==> config.mk <==
export PLATFORM = sky130hd
export DESIGN_NAME = tts_cell
export DESIGN_NICKNAME = d
export VERILOG_FILES = /design/src/hdl/tts_pkg.sv /design/src/hdl/tts_cell.sv
export SDC_FILE = /design/constraint.sdc
export NUM_CORES = 1
export LEC_CHECK = 0
export ABC_AREA = 1
export CORE_MARGIN = 5
export CORE_UTILIZATION = 57
export DETAILED_ROUTE_END_ITERATION = 10
export DONT_BUFFER_PORTS = 1
export PLACE_DENSITY = 0.75
export SETUP_SLACK_MARGIN = 0.2
export SYNTH_ARGS = -nofsm -noshare
export SYNTH_HDL_FRONTEND = slang
export SYNTH_SLANG_ARGS = --single-unit
==> constraint.sdc <==
create_clock -name clk -period 6.2 [get_ports clk]
set_input_delay 0.62 -clock clk [delete_from_list [all_inputs] [get_ports clk]]
set_output_delay 0.62 -clock clk [all_outputs]
set_load 0.005 [all_outputs]
==> src/hdl/tts_pkg.sv <==
// Shared types and constants of the timed task scheduler.
// Used by tts_cell, timed_task_scheduler and tts_checker; no dependencies.
`default_nettype none

package tts_pkg;

  localparam int DEFAULT_QUEUE_DEPTH = 16;
  localparam int DEFAULT_TAG_BITS    = 8;

  // Upper bounds of the parameter ranges, for the fixed scan token layout
  localparam int TAG_W_MAX = 16;
  localparam int IDX_W_MAX = 6;

  localparam int TIME_W      = 64;
  localparam int IN_TAG_W    = 8;
  localparam int OUT_TAG_W   = 8;
  localparam int KIND_W      = 2;
  localparam int STATUS_W    = 3;
  localparam int CAP_W       = 5;
  localparam int CFG_IDX_W   = 1;
  localparam int CFG_DATA_W  = 5;
  localparam int MAX_RESULTS = 16;
  localparam int DISP_W      = $clog2(MAX_RESULTS + 1);

  localparam logic [CAP_W-1:0] QUEUE_CAP_RESET = CAP_W'(16);

  // Configuration register indexes
  localparam logic [CFG_IDX_W-1:0] REG_ENABLE    = 1'b0;
  localparam logic [CFG_IDX_W-1:0] REG_QUEUE_CAP = 1'b1;

  // Request kinds
  localparam logic [KIND_W-1:0] KIND_SCHEDULE = 2'd0;
  localparam logic [KIND_W-1:0] KIND_CANCEL   = 2'd1;
  localparam logic [KIND_W-1:0] KIND_TICK     = 2'd2;
  localparam logic [KIND_W-1:0] KIND_UNUSED   = 2'd3;

  // Result status codes
  localparam logic [STATUS_W-1:0] ST_ACCEPTED    = 3'd0;
  localparam logic [STATUS_W-1:0] ST_NOT_RUNNING = 3'd1;
  localparam logic [STATUS_W-1:0] ST_FULL_RETRY  = 3'd2;
  localparam logic [STATUS_W-1:0] ST_NOT_FOUND   = 3'd3;
  localparam logic [STATUS_W-1:0] ST_DISPATCHED  = 3'd4;
  localparam logic [STATUS_W-1:0] ST_NONE_DUE    = 3'd5;

  // Operation carried by a scan token through the cell row
  typedef enum logic [1:0] {
    OP_SCHED,
    OP_CANCEL,
    OP_FIND
  } scan_op_t;

  typedef struct packed {
    logic                  active;
    scan_op_t              op;
    logic [TIME_W-1:0]     key;
    logic [TAG_W_MAX-1:0]  tag;
    logic                  hit;
    logic [TIME_W-1:0]     best_time;
    logic [TAG_W_MAX-1:0]  best_tag;
    logic [IDX_W_MAX-1:0]  best_idx;
  } scan_tok_t;

  // Direct slot release after a dispatch has been chosen
  typedef struct packed {
    logic                 en;
    logic [IDX_W_MAX-1:0] idx;
  } slot_clr_t;

endpackage

`default_nettype wire

==> src/hdl/tts_cell.sv <==
// One slot of the scheduler row: holds a task and updates the passing scan token.
// Depends on tts_pkg.
`default_nettype none

module tts_cell
  import tts_pkg::*;
#(
  parameter int TAG_BITS = DEFAULT_TAG_BITS,
  parameter int CELL_IDX = 0
) (
  input  wire logic      clk,
  input  wire logic      rst,
  input  wire scan_tok_t tok_in,
  input  wire slot_clr_t clr,
  output scan_tok_t      tok_out
);

  logic                valid;
  logic [TIME_W-1:0]   due;
  logic [TAG_BITS-1:0] tag;

  scan_tok_t tok_next;
  logic      claim;
  logic      drop;
  logic      own_idx;

  assign own_idx = (clr.idx == IDX_W_MAX'(CELL_IDX));

  always_comb begin
    tok_next = tok_in;
    claim    = 1'b0;
    drop     = 1'b0;
    if (tok_in.active) begin
      case (tok_in.op)
        OP_SCHED: begin
          if (!valid && !tok_in.hit) begin
            claim             = 1'b1;
            tok_next.hit      = 1'b1;
            tok_next.best_idx = IDX_W_MAX'(CELL_IDX);
          end
        end
        OP_CANCEL: begin
          if (valid && !tok_in.hit && tag == tok_in.tag[TAG_BITS-1:0]) begin
            drop         = 1'b1;
            tok_next.hit = 1'b1;
          end
        end
        OP_FIND: begin
          // strict less-than keeps the lower slot on equal due times
          if (valid && due <= tok_in.key && (!tok_in.hit || due < tok_in.best_time)) begin
            tok_next.hit       = 1'b1;
            tok_next.best_time = due;
            tok_next.best_tag  = TAG_W_MAX'(tag);
            tok_next.best_idx  = IDX_W_MAX'(CELL_IDX);
          end
        end
        default: ;
      endcase
    end
  end

  always_ff @(posedge clk) begin
    if (rst) begin
      valid <= 1'b0;
    end else if (claim) begin
      valid <= 1'b1;
    end else if (drop || (clr.en && own_idx)) begin
      valid <= 1'b0;
    end
  end

  always_ff @(posedge clk) begin
    if (claim) begin
      due <= tok_in.key;
      tag <= tok_in.tag[TAG_BITS-1:0];
    end
  end

  always_ff @(posedge clk) begin
    if (rst) begin
      tok_out <= '0;
    end else begin
      tok_out <= tok_next;
    end
  end

endmodule

`default_nettype wire

==> results_dict.tcl <==
set metrics [dict create \
    layout_common_cells "nor2_1, nand2_1, inv_1" \
    path_clk_slew_ns 0.06 \
    die-area_um2 22300 \
    cts_hold_buf 0 \
    worstSetupStartpoint "due[31]$_DFFE_PP_" \
    synthTopCellsByArea "dfxtp_1, edfxtp_1, ha_1" \
    final_common_cell "nor2_1" \
    drtAntennaViolNets 0 \
    hold_viol 0 \
    design.portCount 349 \
    worstPathRequired_ns 6.60 \
    synth_mux_area_frac 0 \
    tritoncts "yes" \
    worst-setup-path-type "flop to flop" \
    synth_nets 1623 \
    timing.rr.start "due[31]$_DFFE_PP_" \
    hold_start "rst" \
    wl_per_cell_um 17.6 \
    vdd_drop_max_v 0.000204 \
    diodes 0 \
    nNetsFinal 1620 \
    yosysWarnings 0 \
    setup_viol 0 \
    start_util 0.574 \
    ys_seq_area_frac 0.504 \
    drtIter0Drc 395 \
    route.vias.total 8242 \
    grt_pass1_vias 7945 \
    synth_compound_area_frac 0.0512 \
    cts_max_level 1 \
    cts_root_buf "clkbuf_16" \
    p_per_area_nw_per_um2 296 \
    rsz0062_at_grt "false" \
    cts_setup_buffers 0 \
    tightest_slew_ns 0.895 \
    holdCritPathClass "input pin to flop" \
    cellLeakagePower_nw 6.26 \
    clk_latency_ns 0.52 \
    critPathSlowestCell "buf_4" \
    fmax_mhz 266 \
    slowest_delay_ns 0.69 \
    synth_top_family_by_area "simple AND/OR/NAND/NOR gates" \
    synth_top_area_frac 0.309 \
    synth_top_area_cell "dfxtp_1" \
    slew_headroom 0.404 \
    arrival_ns 4.16 \
    synthArstFlopShare 0 \
    cp-end-kind "flop" \
    finalWirelength_mm 28.1 \
    cp_cell_sequence "ha_1 > nand2_1 > nor2_1 > nor3b_1 > and3_1 > nand2_1 > nand2_1 > nand2_1 > nand2_1 > nand2_1 > nand3_4 > buf_4 > nand2_1 > nand2_1 > nor2_1" \
    start_kind "flop" \
    drcViolationCount 0 \
    fin_crit_sh 0.606 \
    die_w_um 149 \
    cts.sinks 243 \
    grt_usage 0.240 \
    finClkSkew_ns 0.0117 \
    synth_xor_area_frac 0.00316 \
    ys.flop_type "dfxtp_1" \
    path_max_fanout 79 \
    syn_inst 1317 \
    dieHeight_um 149 \
    grt_antenna_before_repair 0 \
    syn_to_final_growth_pct 9.61 \
    grt_overflow 0 \
    slew_viol_final 0 \
    cp_common_cell "nand2_1" \
    io_buffers 0 \
    syn-cell-area_um2 11100 \
    grt_first_pass_wirelength_mm 42.6 \
    core_area_um2 19300 \
    power_mw 3.60 \
    ys_ff_latch 243 \
    drt-vias-per-instance 5.16 \
    rows 51 \
    synthSimpleGateAreaFrac 0.211 \
    cts.repair.resized 0 \
    clock_path_buffers 3 \
    finalCriticalPeriod_ns 3.76 \
    syn_area_per_cell_um2 8.42 \
    synth_fa_ha_area_frac 0.143 \
    gp_congestion 0.881 \
    drive_above_1_share 0.0390 \
    grt_max_degree 87 \
    synth_edf_count 72 \
    cts_buffers 25 \
    maxCapViolCount 0 \
    synth.distinct_cells 34 \
    hpwl_mm 21.1 \
    tns_ns 0 \
    outcome "complete, no violations" \
    firstDrtPassIters 5 \
]
==> cells by family (layout without fill, tap and decap cells) <==
group,count (synthesis),count (layout)
and+or+nand+nor,598,598
adders and majority gates,127,127
AOI/OAI and AO/OA,106,106
DFF,243,243
buffers and inverters,239,255
xor gates and xnor gates,4,4
==> registers in the layout, summed over array words and instances, names as in the netlist <==
name / count
valid: 1
due: 64
tag: 8
tok_out: 170
==> Yosys cell counts (all sizes together), types with 8 or more instances <==
cell and count:
buf 16, nand3 26, edfxtp 72, dfxtp 171, nor2 275, inv 205, nand4 8, a21oi 66
nor3 8, o21ai 27, clkbuf 18, ha 127, nand2 274
==> per-layer routing <==
layer	part of all wire	vias to the layer above	wire (um)	track usage
met5	0	-	0	0
met4	0.025	0	711	0.0668
met3	0.10	50	2890	0.0830
met2	0.49	311	13700	0.418
met1	0.38	3761	10700	0.282
li1	-	4120	-	-
==> layout make-up <==
| cell class | instances | area, um2 |
|---|---|---|
| fillers | 1588 | 7180 |
| clock buffers | 27 | 633 |
| repair buffers | 4 | 30.0 |
| clock inverters | 19 | 253 |
| multi-input cells | 835 | 4560 |
| flip-flops and latches | 243 | 5590 |
| well taps | 265 | 332 |
| inverters | 205 | 769 |
==> path summary, 6_finish.rpt <==
check | to | slack (ns) | depth (start not counted)
max | tok_out[40]$_SDFF_PP0_ | 2.44 | 15
min | tok_out[135]$_SDFF_PP0_ | 0.18 | 1
max reg2reg | tok_out[40]$_SDFF_PP0_ | 2.44 | 15
min reg2reg | tok_out[22]$_SDFF_PP0_ | 0.50 | 2
==> where the power goes <==
| part | switching [mW] | leakage (nW) | internal [mW] |
|---|---|---|---|
| registers | 0.0466 | 2.08 | 1.71 |
| clock network | 0.622 | 0.428 | 0.990 |
| logic | 0.147 | 3.76 | 0.0874 |
| total | 0.816 | 6.26 | 2.79 |
==> worst max-delay path, delay by kind of cell, from the launching register on <==
kind / cells / cell delay [ns]
and+or+nand+nor: 13 / 2.08
buffers and inverters: 1 / 0.69
DFF: 1 / 0.45
adders and majority gates: 1 / 0.33
==> metrics by stage <==
step | std cells | area [um2] | utilization | hold slack, ns | setup slack (ns)
6_report | 1598 | 12200 | 0.629 | 0.182 | 2.44
5_1_grt | 1598 | 12200 | 0.629 | 0.155 | 2.06
4_1_cts | 1598 | 12200 | 0.629 | 0.155 | 2.38
3_5_place_dp | 1552 | 11300 | 0.583 | 0.496 | 2.22
3_3_place_gp | 1552 | 11300 | 0.583 | 0.490 | 2.32
2_1_floorplan | 1317 | 11100 | - | 0.472 | 2.09
Note: power is estimated with default switching activity, not from simulation.
